$ cat config.mk
export PLATFORM = sky130hd
export DESIGN_NAME = lidar_scan_packet_parser_top
export DESIGN_NICKNAME = d
export VERILOG_FILES = /design/src/rtl/core/lspp_pkg.sv /design/src/rtl/core/lidar_scan_packet_parser_top.sv /design/src/rtl/core/lspp_in_reg.sv /design/src/rtl/core/lspp_parser.sv /design/src/rtl/core/lspp_out_reg.sv
export SDC_FILE = /design/constraint.sdc
export NUM_CORES = 1
export LEC_CHECK = 0
export ABC_AREA = 0
export BUFFER_PORTS_ARGS = -buffer_cell sky130_fd_sc_hd__buf_2
export CORE_MARGIN = 5
export CORE_UTILIZATION = 25
export CTS_BUF_LIST = sky130_fd_sc_hd__clkbuf_2 sky130_fd_sc_hd__clkbuf_4 sky130_fd_sc_hd__clkbuf_8
export DETAILED_ROUTE_END_ITERATION = 12
export PLACE_DENSITY = 0.47
export SYNTH_ARGS = -nofsm -noshare
export SYNTH_HDL_FRONTEND = slang
export SYNTH_SLANG_ARGS = --single-unit
$ cat constraint.sdc
create_clock -name clk -period 4.9 [get_ports clk]
set_clock_uncertainty 0.1 [all_clocks]
set_input_delay 0.49 -clock clk [delete_from_list [all_inputs] [get_ports clk]]
set_output_delay 0.49 -clock clk [all_outputs]
set_load 0.02 [all_outputs]
$ cat src/rtl/core/lspp_pkg.sv
package lspp_pkg;

  typedef enum logic [1:0] {
    PH_HUNT,
    PH_SYNC2,
    PH_HEADER,
    PH_SAMPLES
  } phase_t;

  localparam logic [7:0] SYNC_FIRST  = 8'hAA;
  localparam logic [7:0] SYNC_SECOND = 8'h55;
  localparam logic [2:0] HDR_LAST    = 3'd7;

  localparam logic [2:0] HDR_TYPE      = 3'd0;
  localparam logic [2:0] HDR_COUNT     = 3'd1;
  localparam logic [2:0] HDR_START_LO  = 3'd2;
  localparam logic [2:0] HDR_START_HI  = 3'd3;
  localparam logic [2:0] HDR_END_LO    = 3'd4;
  localparam logic [2:0] HDR_END_HI    = 3'd5;
  localparam logic [2:0] HDR_CHECK_LO  = 3'd6;
  localparam logic [2:0] HDR_CHECK_HI  = 3'd7;

  typedef struct packed {
    logic [15:0] distance_q2;
    logic [7:0]  sample_index;
    logic [7:0]  packet_type;
    logic [7:0]  sample_count;
    logic [15:0] start_angle;
    logic [15:0] end_angle;
    logic [15:0] check_word;
    logic        last;
  } result_t;

endpackage

$ cat src/rtl/core/lidar_scan_packet_parser_top.sv
// A result passes from the byte that completes its sample through the input
// register, then parse logic, into the result register.
// Throughput: one byte per cycle while the result register is free or read out;
// while a result waits, the input register can still take one byte.
// Reset: synchronous rst returns the parser to sync hunting, holds cleared.
module lidar_scan_packet_parser_top
  import lspp_pkg::*;
(
  input  logic        clk,
  input  logic        rst,
  input  logic        in_valid,
  output logic        in_ready,
  input  logic [7:0]  rx_byte,
  output logic        out_valid,
  input  logic        out_ready,
  output logic [15:0] distance_q2,
  output logic [7:0]  sample_index,
  output logic [7:0]  packet_type,
  output logic [7:0]  sample_count,
  output logic [15:0] start_angle,
  output logic [15:0] end_angle,
  output logic [15:0] check_word,
  output logic        last
);

  logic       byte_valid;
  logic [7:0] byte_data;
  logic       byte_take;
  logic       out_free;
  logic       res_valid;
  result_t    res;
  result_t    out_res;

  lspp_in_reg u_in_reg (
    .clk        (clk),
    .rst        (rst),
    .in_valid   (in_valid),
    .in_ready   (in_ready),
    .rx_byte    (rx_byte),
    .byte_valid (byte_valid),
    .byte_data  (byte_data),
    .byte_take  (byte_take)
  );

  lspp_parser u_parser (
    .clk        (clk),
    .rst        (rst),
    .byte_valid (byte_valid),
    .byte_data  (byte_data),
    .out_free   (out_free),
    .byte_take  (byte_take),
    .res_valid  (res_valid),
    .res        (res)
  );

  lspp_out_reg u_out_reg (
    .clk       (clk),
    .rst       (rst),
    .res_valid (res_valid),
    .res       (res),
    .out_free  (out_free),
    .out_valid (out_valid),
    .out_ready (out_ready),
    .out_res   (out_res)
  );

  assign distance_q2  = out_res.distance_q2;
  assign sample_index = out_res.sample_index;
  assign packet_type  = out_res.packet_type;
  assign sample_count = out_res.sample_count;
  assign start_angle  = out_res.start_angle;
  assign end_angle    = out_res.end_angle;
  assign check_word   = out_res.check_word;
  assign last         = out_res.last;

endmodule

$ cat src/rtl/core/lspp_in_reg.sv
module lspp_in_reg
  import lspp_pkg::*;
(
  input  logic       clk,
  input  logic       rst,
  input  logic       in_valid,
  output logic       in_ready,
  input  logic [7:0] rx_byte,
  output logic       byte_valid,
  output logic [7:0] byte_data,
  input  logic       byte_take
);

  logic       full;
  logic [7:0] data;

  assign in_ready   = !full || byte_take;
  assign byte_valid = full;
  assign byte_data  = data;

  always_ff @(posedge clk) begin
    if (rst) begin
      full <= 1'b0;
    end else if (in_ready) begin
      full <= in_valid;
    end
  end

  always_ff @(posedge clk) begin
    if (in_ready && in_valid) begin
      data <= rx_byte;
    end
  end

endmodule

$ cat src/rtl/core/lspp_parser.sv
module lspp_parser
  import lspp_pkg::*;
(
  input  logic       clk,
  input  logic       rst,
  input  logic       byte_valid,
  input  logic [7:0] byte_data,
  input  logic       out_free,
  output logic       byte_take,
  output logic       res_valid,
  output result_t    res
);

  phase_t      phase, phase_next;
  logic [2:0]  header_pos, header_pos_next;
  logic [7:0]  type_hold, type_hold_next;
  logic [7:0]  count_hold, count_hold_next;
  logic [15:0] start_hold, start_hold_next;
  logic [15:0] end_hold, end_hold_next;
  logic [15:0] check_hold, check_hold_next;
  logic [7:0]  low_byte_hold, low_byte_hold_next;
  logic        byte_phase, byte_phase_next;
  logic [7:0]  samples_done, samples_done_next;
  logic        is_last;

  assign byte_take = byte_valid && out_free;
  assign is_last   = ({1'b0, samples_done} + 9'd1) >= {1'b0, count_hold};

  always_ff @(posedge clk) begin
    if (rst) begin
      phase         <= PH_HUNT;
      header_pos    <= '0;
      type_hold     <= '0;
      count_hold    <= '0;
      start_hold    <= '0;
      end_hold      <= '0;
      check_hold    <= '0;
      low_byte_hold <= '0;
      byte_phase    <= 1'b0;
      samples_done  <= '0;
    end else if (byte_take) begin
      phase         <= phase_next;
      header_pos    <= header_pos_next;
      type_hold     <= type_hold_next;
      count_hold    <= count_hold_next;
      start_hold    <= start_hold_next;
      end_hold      <= end_hold_next;
      check_hold    <= check_hold_next;
      low_byte_hold <= low_byte_hold_next;
      byte_phase    <= byte_phase_next;
      samples_done  <= samples_done_next;
    end
  end

  always_comb begin
    phase_next         = phase;
    header_pos_next    = header_pos;
    type_hold_next     = type_hold;
    count_hold_next    = count_hold;
    start_hold_next    = start_hold;
    end_hold_next      = end_hold;
    check_hold_next    = check_hold;
    low_byte_hold_next = low_byte_hold;
    byte_phase_next    = byte_phase;
    samples_done_next  = samples_done;
    res_valid          = 1'b0;

    res.distance_q2  = {byte_data, low_byte_hold};
    res.sample_index = samples_done;
    res.packet_type  = type_hold;
    res.sample_count = count_hold;
    res.start_angle  = start_hold;
    res.end_angle    = end_hold;
    res.check_word   = check_hold;
    res.last         = is_last;

    unique case (phase)
      PH_HUNT: begin
        if (byte_data == SYNC_FIRST) begin
          phase_next = PH_SYNC2;
        end
      end
      PH_SYNC2: begin
        if (byte_data == SYNC_SECOND) begin
          phase_next      = PH_HEADER;
          header_pos_next = '0;
        end else if (byte_data != SYNC_FIRST) begin
          phase_next = PH_HUNT;
        end
      end
      PH_HEADER: begin
        unique case (header_pos)
          HDR_TYPE:     type_hold_next  = byte_data;
          HDR_COUNT:    count_hold_next = byte_data;
          HDR_START_LO: start_hold_next = {start_hold[15:8], byte_data};
          HDR_START_HI: start_hold_next = {byte_data, start_hold[7:0]};
          HDR_END_LO:   end_hold_next   = {end_hold[15:8], byte_data};
          HDR_END_HI:   end_hold_next   = {byte_data, end_hold[7:0]};
          HDR_CHECK_LO: check_hold_next = {check_hold[15:8], byte_data};
          HDR_CHECK_HI: check_hold_next = {byte_data, check_hold[7:0]};
          default:      check_hold_next = check_hold;
        endcase
        if (header_pos == HDR_LAST) begin
          header_pos_next   = '0;
          byte_phase_next   = 1'b0;
          samples_done_next = '0;
          phase_next        = (count_hold == 8'd0) ? PH_HUNT : PH_SAMPLES;
        end else begin
          header_pos_next = header_pos + 3'd1;
        end
      end
      PH_SAMPLES: begin
        if (!byte_phase) begin
          low_byte_hold_next = byte_data;
          byte_phase_next    = 1'b1;
        end else begin
          res_valid       = byte_take;
          byte_phase_next = 1'b0;
          if (is_last) begin
            phase_next        = PH_HUNT;
            header_pos_next   = '0;
            samples_done_next = '0;
          end else begin
            samples_done_next = samples_done + 8'd1;
          end
        end
      end
      default: phase_next = PH_HUNT;
    endcase
  end

endmodule

$ cat src/rtl/core/lspp_out_reg.sv
module lspp_out_reg
  import lspp_pkg::*;
(
  input  logic    clk,
  input  logic    rst,
  input  logic    res_valid,
  input  result_t res,
  output logic    out_free,
  output logic    out_valid,
  input  logic    out_ready,
  output result_t out_res
);

  logic    valid;
  result_t data;

  assign out_free  = !valid || out_ready;
  assign out_valid = valid;
  assign out_res   = data;

  always_ff @(posedge clk) begin
    if (rst) begin
      valid <= 1'b0;
    end else if (out_free) begin
      valid <= res_valid;
    end
  end

  always_ff @(posedge clk) begin
    if (out_free && res_valid) begin
      data <= res;
    end
  end

endmodule

# Word-level counts from Yosys, hierarchy flattened
# Index checks and enable logic that the tools add are counted.
totals:
  reg_bits: 185
  word_cells: 104
op_classes:
  n_addsub: 3
  n_lt_le_gt_ge: 1
  n_eq_ne: 19
  n_mux: 25
  bitwise_logic: 7
  reduce_logical: 25
op_table:
  columns: ["operator", "count"]
  rows:
  - ["$pmux W16 S2", 3]
  - ["$reduce_and A4 Y1", 7]
  - ["$mux W8", 3]
  - ["$pmux W8 S2", 1]
  - ["$mux W2", 7]
  - ["$eq A3 B3 Y1 const B", 4]
  - ["$mux W3", 4]
  - ["$reduce_and A3 Y1", 4]
  - ["$ne A2 B1 Y1 const B", 5]
  - ["$add A8 B1 Y9 const B", 1]
  - ["$ge A9 B8 Y1", 1]
  - ["$pmux W3 S3", 1]
  - ["$add A8 B1 Y8 const B", 1]
  - ["$eq A8 B7 Y1 const B", 1]
  - ["$eq A8 B8 Y1 const B", 1]
  - ["$logic_not A8 Y1", 1]
  - ["$ne A8 B8 Y1 const B", 1]
  - ["$pmux W2 S4", 1]
  - ["$not A1 Y1", 7]
  - ["$eq A3 B2 Y1 const B", 2]
  - ["$reduce_and A6 Y1", 1]
  - ["$reduce_and A5 Y1", 1]
  - ["$eq A2 B2 Y1 const B", 2]
  - ["$mux W1", 4]
  - ["other kinds (12)", 16]

# Logic depth before layout (Yosys ltp)
# Gate-level depths: netlist (run 1).
logic_depth:
  depth_word: 6
  depth_mapped: 11
  ltp_nobuf: 11

# Hierarchy
# A second synthesis (run 1) with hierarchy kept.
hier_totals:
  cells_unflattened: 517
  hier_area_um2: 6866.6
by_module_without_submodules:
  columns: ["mod", "instances", "cells_per_inst", "area_each_um2", "seq_area_each_um2"]
  rows:
  - ["lspp_parser", 1, 410, 3843.7, 1721.7]
  - ["lspp_out_reg", 1, 94, 2727.6, 2692.6]
  - ["lspp_in_reg", 1, 13, 295.3, 260.2]

# Least setup slack after synthesis (run 1)
# OpenSTA, ideal clock, no wires.
synth_path:
  kind: "reg2reg"
  from: "register u_parser.phase[1]"
  to: "register u_out_reg.data, in the netlist u_out_reg.out_res[0] (enable)"
  setup_ps: 443
  t_arrival_ps: 2593
  setup_slack_ps: 1765
  stages_incl_launch_ff: 5
  n_path_buf: 1
  cell_sequence: "dfxtp_1 > buf_2 > and2_1 > nand4_1 > inv_1"
synth_via:
  elab_chain_cells: 3
synth_rtl:
  columns: ["item", "line_no", "rtl"]
  rows:
  - ["start, declared", "lspp_parser.sv:14", "phase_t phase, phase_next;"]
  - ["start signal, assigned", "lspp_parser.sv:42", "phase <= phase_next;"]
  - ["$eq A2 B2 Y1", "lspp_parser.sv:77", "unique case (phase)"]
  - ["$mux W1", "lspp_parser.sv:77", null]
  - ["$logic_and A1 B1 Y1", "lspp_out_reg.sv:30", "if (out_free && res_valid) begin"]
  - ["end signal, assigned", "lspp_out_reg.sv:31", "data <= res;"]
  - ["end, declared", "lspp_out_reg.sv:15", "result_t data;"]
# Every way passes these cells.
# A chain may end at the register's enable or synchronous reset.

==> results.txt, run 1 <==
----------------------------------------------------
[Clock tree]
  Clock Tree Buf Depth ... 2
  Clock insertion delay at the later pin of the skew report ... around 0.46 ns
  Clock-pin transition on the worst setup and hold timing paths ... 0.10 ns
  Post-CTS Setup Inserts ... 0
  Number of CTS-inserted buffers ... 17
  Clock Root Buffer ... clkbuf_8
  TritonCTS clock tree ... built
  Post-cts gate resize count ... 0
  H-tree depth reported by CTS ... 4
  Count of hold buffers inserted by post-cts repair ... 0
  Total number of clock tree sinks ... approximately 190

[Worst setup path]
  Critical path buffers and inverters ... 0
  Slack of the worst reg-to-reg path ... between 1.5 and 2 ns
  Crit path largest cell delay ... a little over 0.5 ns
  Critical Path Source Type ... flop
  Cell with the largest stage delay on the worst path ... dfxtp_1
  Startpoint of the most critical register-to-register path ... u_parser.samples_done[0]$_SDFFE_PP0P_
  Maximum net fanout on the critical path ... 7
  R2r worst-path depth ... 11
  Cell family with the largest share of critical-path delay ... simple AND/OR/NAND/NOR gates
  Crit end category ... flop
  Chain of cells forming the critical path ... ha_1, nand3_1, or2_2, nand2_1, ha_1, and3_1, a221oi_2, o21a_1, nand2_1, nor3_2, a22o_1
  Reg-to-reg critical path endpoint ... u_parser.samples_done[4]$_SDFFE_PP0P_
  Data required time at the worst endpoint ... ~5.2 ns
  Data arrival time of the worst path ... between 3 and 4 ns
  Critical path start-end classification ... flop to flop

[Route]
  DR pass1 iterations ... 4
  Number of violations reported at the end of detailed-routing iteration 0 ... between 200 and 300
  Post-detailed-route count of antenna-violating nets ... 0
  DRC violation count after routing ... 0
  Post-detailed-route wirelength per cell ... approximately 17 um
  Total wirelength of the detailed-routed design ... around 16 mm
  Via-per-instance ratio ... ~4.3
  Via count ... 4184

[STA]
  Tightest Pin Transition ... around 1.1 ns
  Min Tclk post-route ... 3.12 ns
  Max Clk Rate ... approximately 320 MHz
  Relative slew slack ... 0.271
  Setup TNS after final layout ... 0 ns
  Final setup vio count ... 0
  RSZ-0062 raised after global routing ... false
  Final hold violations ... 0
  Slew Viols, Final ... 0
  Hold slack final ... between 0.1 and 0.15 ns
  Fin crit share ... 0.636

[Cells and area]
  Layout Nets ... 636
  Fraction of layout cells with a size suffix above 1 ... 0.249
  Diodes inserted ... 0
  Post-synthesis to final-layout area growth ... 17.6%
  Final cell area excluding filler cells ... between 8000 and 9000 um^2

[Place]
  GPL Wtd Cong ... 0.804
  Number of port buffers ... between 100 and 150
  DP Wirelength ... about 11 mm
  Placed standard-cell area ... 7630 um^2

[Synthesis]
  Post-synthesis instance area ... a little under 7000 um^2
  Share of flip-flops with an asynchronous set or reset after synthesis ... 0
  Seq cells post-synth ... approximately 190
  Number of flops mapped to enable cells by yosys ... a little under 100
  Mapped Avg Cell Area ... approximately 13 um^2
  Warnings, synthesis ... 0
  Unique masters post-synth ... 52
  Sequential share of the synthesized area ... 0.683
  Net count of the mapped netlist ... 540
  Commonest register cell after synthesis ... edfxtp_1
  Post-Synthesis Cells ... a little over 500

[GRT]
  Vias in the first global route ... 4337
  Gr ovfl total ... 0
  Number of antenna violations at the first check in global routing ... 0
  Global-route wire length before repair ... approximately 25 mm
  Largest net degree at the start of global routing ... 66
  GRT Resource Usage Total ... 0.107

[Min path]
  End of the worst hold path ... u_in_reg.byte_data[1]$_DFFE_PP_
  Hold crit path type ... input pin to flop
  Worst hold path depth ... 1
  Hold path start ... rx_byte[1]

[Die]
  Horizontal die dimension ... around 180 um
  Height of the die ... roughly 180 um
  Total Die Area ... a little over 30000 um^2
  # rows ... 60
  Top-level I/O count ... 103
  Initial Util ... 0.254
  Core ar. ... roughly 27000 um^2

[Job]
  Max Cap Viol ... 0

[Run status]
  Result of the run ... completed

[Pwr]
  Peak supply drop ... between 0.1 and 0.15 mV
  Cell Pwr Density ... roughly 340 nW/um^2
  Leakage power of the design ... roughly 2.8 nW

----------------------------------------------------
==> stage by stage <==
step	util	setup WS (ns)	std cells	total power, mW
after floorplan	-	1.76	513	1.69
after global placement	0.283	1.98	931	1.72
after detailed placement	0.283	1.86	931	1.72
after CTS	0.299	1.83	963	2.79
after global routing	0.299	1.63	963	2.86
final	0.299	1.78	963	2.75
==> cell type report <==
| type | instances | area (um^2) |
|---|---|---|
| flip-flops and latches | 185 | 4670 |
| clock inverters | 13 | 163 |
| multi-input cells | 287 | 1950 |
| repair buffers | 104 | 526 |
| well taps | 341 | 427 |
| inverters | 14 | 53.8 |
| clock buffers | 19 | 255 |
| fillers | 2709 | 18900 |
==> cells in the final DEF (no fill, tap or decap), drive strengths merged, types with 5 or more instances in the layout <==
cell type | synthesis | layout
nand3 | 27 | 27
nor2 | 63 | 63
inv | 14 | 18
buf | 11 | 104
ha | 15 | 15
nor3 | 6 | 6
edfxtp | 97 | 97
a21oi | 28 | 28
dfxtp | 88 | 88
nand2 | 33 | 33
nor3b | 5 | 5
a21o | 5 | 5
mux2i | 56 | 56
clkbuf | 16 | 19
==> state kept, by name, summed over array words and instances (netlist names) <==
name                    flops
u_out_reg.out_res          89
u_parser.end_hold          16
u_parser.samples_done       8
u_in_reg.byte_valid         1
u_parser.phase              2
u_out_reg.out_valid         1
u_parser.count_hold         8
u_parser.check_hold        16
u_parser.start_hold        16
u_parser.low_byte_hold      8
u_in_reg.byte_data          8
u_parser.header_pos         3
u_parser.type_hold          8
u_parser.byte_phase         1
==> where the power goes <==
group	total (mW)	internal, mW	switching [mW]
clock network	1.07	0.488	0.584
logic	0.0277	0.00918	0.0185
registers	1.65	1.62	0.0322
==> kinds of logic after synthesis <==
group,Yosys count,synth area share
DFF,185,0.683
and+or+nand+nor,159,0.117
muxes,57,0.0835
AOI/OAI and AO/OA,52,0.0517
buffers and inverters,41,0.0324
adders and majority gates,15,0.0274
xor gates and xnor gates,4,0.00512
==> worst register-to-register path: cells and delay by family, from the launching register on <==
| kind | cells | cell delay, ns |
|---|---|---|
| fa+ha+maj | 2 | 0.50 |
| simple gates | 6 | 1.26 |
| compound gates | 3 | 0.68 |
| flops | 1 | 0.51 |
==> synth_stat cells, drive strengths merged, types with 2 or more instances <==
library cell | number | area [um^2]
nand4 | 4 | 25.0
ha | 15 | 188
nand2b | 4 | 35.0
mux2i | 56 | 561
and3 | 2 | 12.5
a31oi | 2 | 12.5
dfxtp | 88 | 1760
a211oi | 2 | 15.0
inv | 14 | 52.6
nor3 | 6 | 46.3
and2 | 4 | 25.0
a21oi | 28 | 140
buf | 11 | 93.8
clkbuf | 16 | 75.1
nor3b | 5 | 63.8
nand3 | 27 | 145
nor4 | 2 | 12.5
a22o | 4 | 35.0
edfxtp | 97 | 2910
a21o | 5 | 37.5
nor2 | 63 | 236
nand2 | 33 | 129
nor2b | 2 | 12.5
xnor2 | 3 | 26.3
or2 | 2 | 12.5
o31ai | 3 | 22.5
==> worst max-delay path by stage <==
stage | from | endpoint | cells after the start
after global placement | out_ready | u_out_reg.out_res[87]$_DFFE_PP_ | 5
after detailed placement | u_parser.samples_done[0]$_SDFFE_PP0P_ | u_parser.samples_done[4]$_SDFFE_PP0P_ | 11
after floorplan | u_parser.phase[1]$_SDFFE_PP0P_ | u_out_reg.out_res[0]$_DFFE_PP_ | 4
final | u_parser.samples_done[0]$_SDFFE_PP0P_ | u_parser.samples_done[4]$_SDFFE_PP0P_ | 11
after CTS | u_parser.samples_done[0]$_SDFFE_PP0P_ | u_parser.samples_done[4]$_SDFFE_PP0P_ | 11
after global routing | u_parser.samples_done[0]$_SDFFE_PP0P_ | u_parser.samples_done[4]$_SDFFE_PP0P_ | 11
==> layer usage <==
layer / routed length (um) / global-route usage / vias up
li1: - / - / 2017
met2: 7770 / 0.174 / 126
met3: 880 / 0.0301 / 12
met4: 231 / 0.0400 / 0
met1: 7350 / 0.136 / 2029
met5: 0 / 0 / -
Note: power is estimated with default switching activity, not from simulation.
==> run 2, diff against run 1 <==
Clock period 4.9 ns to 3.1 ns, I/O delays scaled along.
==> results.txt, run 2 (synthesized netlist as in run 1, its figures left out) <==
----------------------------------------------------
[Clock tree]
  Number of CTS-inserted buffers ... 17 (unchanged)
  H-tree depth reported by CTS ... 4 (unchanged)
  Clock insertion delay at the later pin of the skew report ... 0.45 ns (about the same)
  TritonCTS clock tree ... built
  Clock Root Buffer ... clkbuf_8
  Post-CTS Setup Inserts ... 0 (unchanged)
  Total number of clock tree sinks ... 185 (unchanged)
  Clock-pin transition on the worst setup and hold timing paths ... 0.10 ns (about the same)
  Clock Tree Buf Depth ... 2 (unchanged)

[Cells and area]
  Most frequent standard cell in the layout excluding fill and tap cells ... buf_2
  Fraction of layout cells with a size suffix above 1 ... 0.269 (+0.0197)
  Layout Nets ... 661 (+3.9%)
  Flip-flop count of the largest register, all copies and words added ... 89 (unchanged)
  Fillers ... 2727 (+0.66%)
  Post-route core utilization ... 0.306 (+0.00701)
  Post-synthesis to final-layout area growth ... 20.3%
  Post-route insts no fill ... 988 (+2.6%)
  Final cell area excluding filler cells ... 8240 um^2 (+2.3%)
  Leading cell types in the layout, fill and taps excluded ... buf_2, edfxtp_1, dfxtp_1
  Diodes inserted ... 0 (unchanged)

[GRT]
  Peak-usage layer in the global routing report ... met2
  Global-route wire length before repair ... 25.9 mm (+2.7%)
  GR met3 Demand/Resource ... 0.0310 (+0.000861)
  Gr ovfl total ... 0 (unchanged)
  Met2 Resource Use GR ... 0.176 (+0.00162)
  Met1 GRT Util ... 0.145 (+0.00951)
  Largest net degree at the start of global routing ... 50 (-24%)
  Number of antenna violations at the first check in global routing ... 0 (unchanged)
  GRT Resource Usage Total ... 0.110 (+0.00302)
  Vias in the first global route ... 4392 (+1.3%)

[STA]
  Final setup vio count ... 0 (unchanged)
  Min Tclk post-route ... 2.89 ns (-0.229 ns)
  Max Clk Rate ... 346 MHz (+7.9%)
  Setup TNS after final layout ... 0 ns (unchanged)
  Slew Viols, Final ... 0 (unchanged)
  Fin crit share ... 0.932 (+0.296)
  Tightest Pin Transition ... 0.795 ns (-0.299 ns)
  Final setup slack of the worst path ... 0.211 ns (-1.57 ns)
  Final hold violations ... 0 (unchanged)
  Relative slew slack ... 0.467 (+0.197)
  RSZ-0062 raised after global routing ... false

[Worst setup path]
  Maximum net fanout on the critical path ... 7 (unchanged)
  Crit path largest cell delay ... 0.39 ns (-0.12 ns)
  Cell with the largest stage delay on the worst path ... dfxtp_2
  Most common cell on crit path ... and3_1
  Startpoint of the most critical setup path ... u_parser.samples_done[2]$_SDFFE_PP0P_
  Critical Path Source Type ... flop
  Data arrival time of the worst path ... 3.13 ns (-0.28 ns)
  Data required time at the worst endpoint ... 3.34 ns (-1.86 ns)
  Chain of cells forming the critical path ... and3_1, nand3_1, nor2_1, xor2_1, ha_1, and3_1, a221oi_2, o21a_1, a31oi_1, and2_1, a31o_2
  Critical path start-end classification ... flop to flop
  Startpoint of the most critical register-to-register path ... u_parser.samples_done[2]$_SDFFE_PP0P_
  Crit end category ... flop

[Die]
  Height of the die ... 175 um (unchanged)
  Total Die Area ... 30800 um^2 (unchanged)
  Core ar. ... 27000 um^2 (unchanged)
  Horizontal die dimension ... 175 um (unchanged)
  # rows ... 60 (unchanged)
  Initial Util ... 0.254 (unchanged)
  Top-level I/O count ... 103 (unchanged)

[Pwr]
  Peak supply drop ... 0.219 mV (+75%)
  Share of total power in the clock network ... 0.366 (-0.023)
  Logic gate share of total power ... 0.027 (+0.017)
  Switching power as a share of total power ... 0.231 (about the same)
  Net switching power ... 0.976 mW (+54%)
  Leakage power of the design ... 2.97 nW (+6.5%)
  Sequential share of power ... 0.607 (+0.006)
  Design internal power ... 3.26 mW (+54%)
  Cell Pwr Density ... 514 nW/um^2 (+50%)

[Place]
  DP Wirelength ... 11.0 mm (+1.2%)
  Placed instance count ... 947 (+1.7%)
  Setup Slack @ Placement ... 0.169 ns (-1.69 ns)
  Number of port buffers ... 102 (unchanged)
  GPL Wtd Cong ... 0.797 (-0.96%)
  Placed standard-cell area ... 7760 um^2 (+1.8%)

[Route]
  DR pass1 iterations ... 5 (+1)
  Via-per-instance ratio ... 4.35 (about the same)
  Total wirelength of the detailed-routed design ... 16.6 mm (+2.3%)
  Post-detailed-route count of antenna-violating nets ... 0 (unchanged)
  Number of violations reported at the end of detailed-routing iteration 0 ... 235 (-16%)
  Via count ... 4294 (+2.6%)
  DRC violation count after routing ... 0 (unchanged)
  Post-detailed-route wirelength per cell ... 16.8 um (-0.32%)

[Run status]
  Result of the run ... completed

[Min path]
  Hold crit path type ... input pin to flop
  Hold path start ... out_ready

[Job]
  Max Cap Viol ... 0 (unchanged)

----------------------------------------------------
-- run 2: cell types whose count changed in the layout (fill, tap and decap cells not counted), moves of 2 or more --
cell / change
clkinv_1: +2
inv_6: -2
dfxtp_1: -4
clkinv_4: +2
dfxtp_2: +4
dlygate4sd3_1: +9
buf_4: +15
-- run 2: metal layers --
metal	wire length [um]	up-vias
met3	970	8
met5	0	-
li1	-	2072
met2	7720	121
met1	7730	2093
met4	180	0
-- run 2: per-stage QoR --
| step | hold WS (ns) | total power, mW |
|---|---|---|
| after CTS | 0.0774 | 4.31 |
| after detailed placement | 0.316 | 2.73 |
| after global routing | 0.0751 | 4.42 |
| after floorplan | 0.308 | 2.68 |
| after global placement | 0.314 | 2.73 |
| final | 0.105 | 4.23 |
-- run 2: path summary, 6_finish.rpt --
| path | slack [ns] | to | cells after the start |
|---|---|---|---|
| max reg2reg | 0.21 | u_parser.header_pos[0]$_SDFFE_PP0P_ | 11 |
| min reg2reg | 0.33 | u_out_reg.out_res[41]$_DFFE_PP_ | 0 |
| max | 0.21 | u_parser.header_pos[0]$_SDFFE_PP0P_ | 11 |
| min | 0.11 | u_out_reg.out_valid$_SDFFE_PP0P_ | 3 |
-- run 2: critical path, delay by kind of cell (launching register included) --
family                   cells  cell delay (ns)
flip-flops                   1             0.39
adder cells (fa/ha/maj)      1             0.29
AO/OA/AOI/OAI                4             0.87
XOR/XNOR                     1             0.21
AND/OR/NAND/NOR              5             0.92
-- run 2: layout make-up --
class	instances	area (um^2)	share of cell area
clock buffers	19	249	0.0302
clock inverters	13	119	0.0144
inverters	14	56.3	0.00684
multi-input cells	287	1960	0.238
flip-flops and latches	185	4680	0.568
well taps	341	427	0.0518
repair buffers	129	748	0.0909
-- run 2: power groups by stage --
stage / clock, mW / sequential (mW) / combinational, mW
2_1_floorplan: 0 / 2.62 / 0.0523
3_3_place_gp: 0 / 2.62 / 0.109
3_5_place_dp: 0 / 2.62 / 0.110
4_1_cts: 1.63 / 2.57 / 0.119
5_1_grt: 1.73 / 2.57 / 0.124
6_report: 1.55 / 2.57 / 0.115
-- run 2: what timing repair did --
action	CTS	global route
hold buffers	9	0
resized for setup	0	6
endpoints found under the setup margin	0	6
hold endpoints to repair	9	0
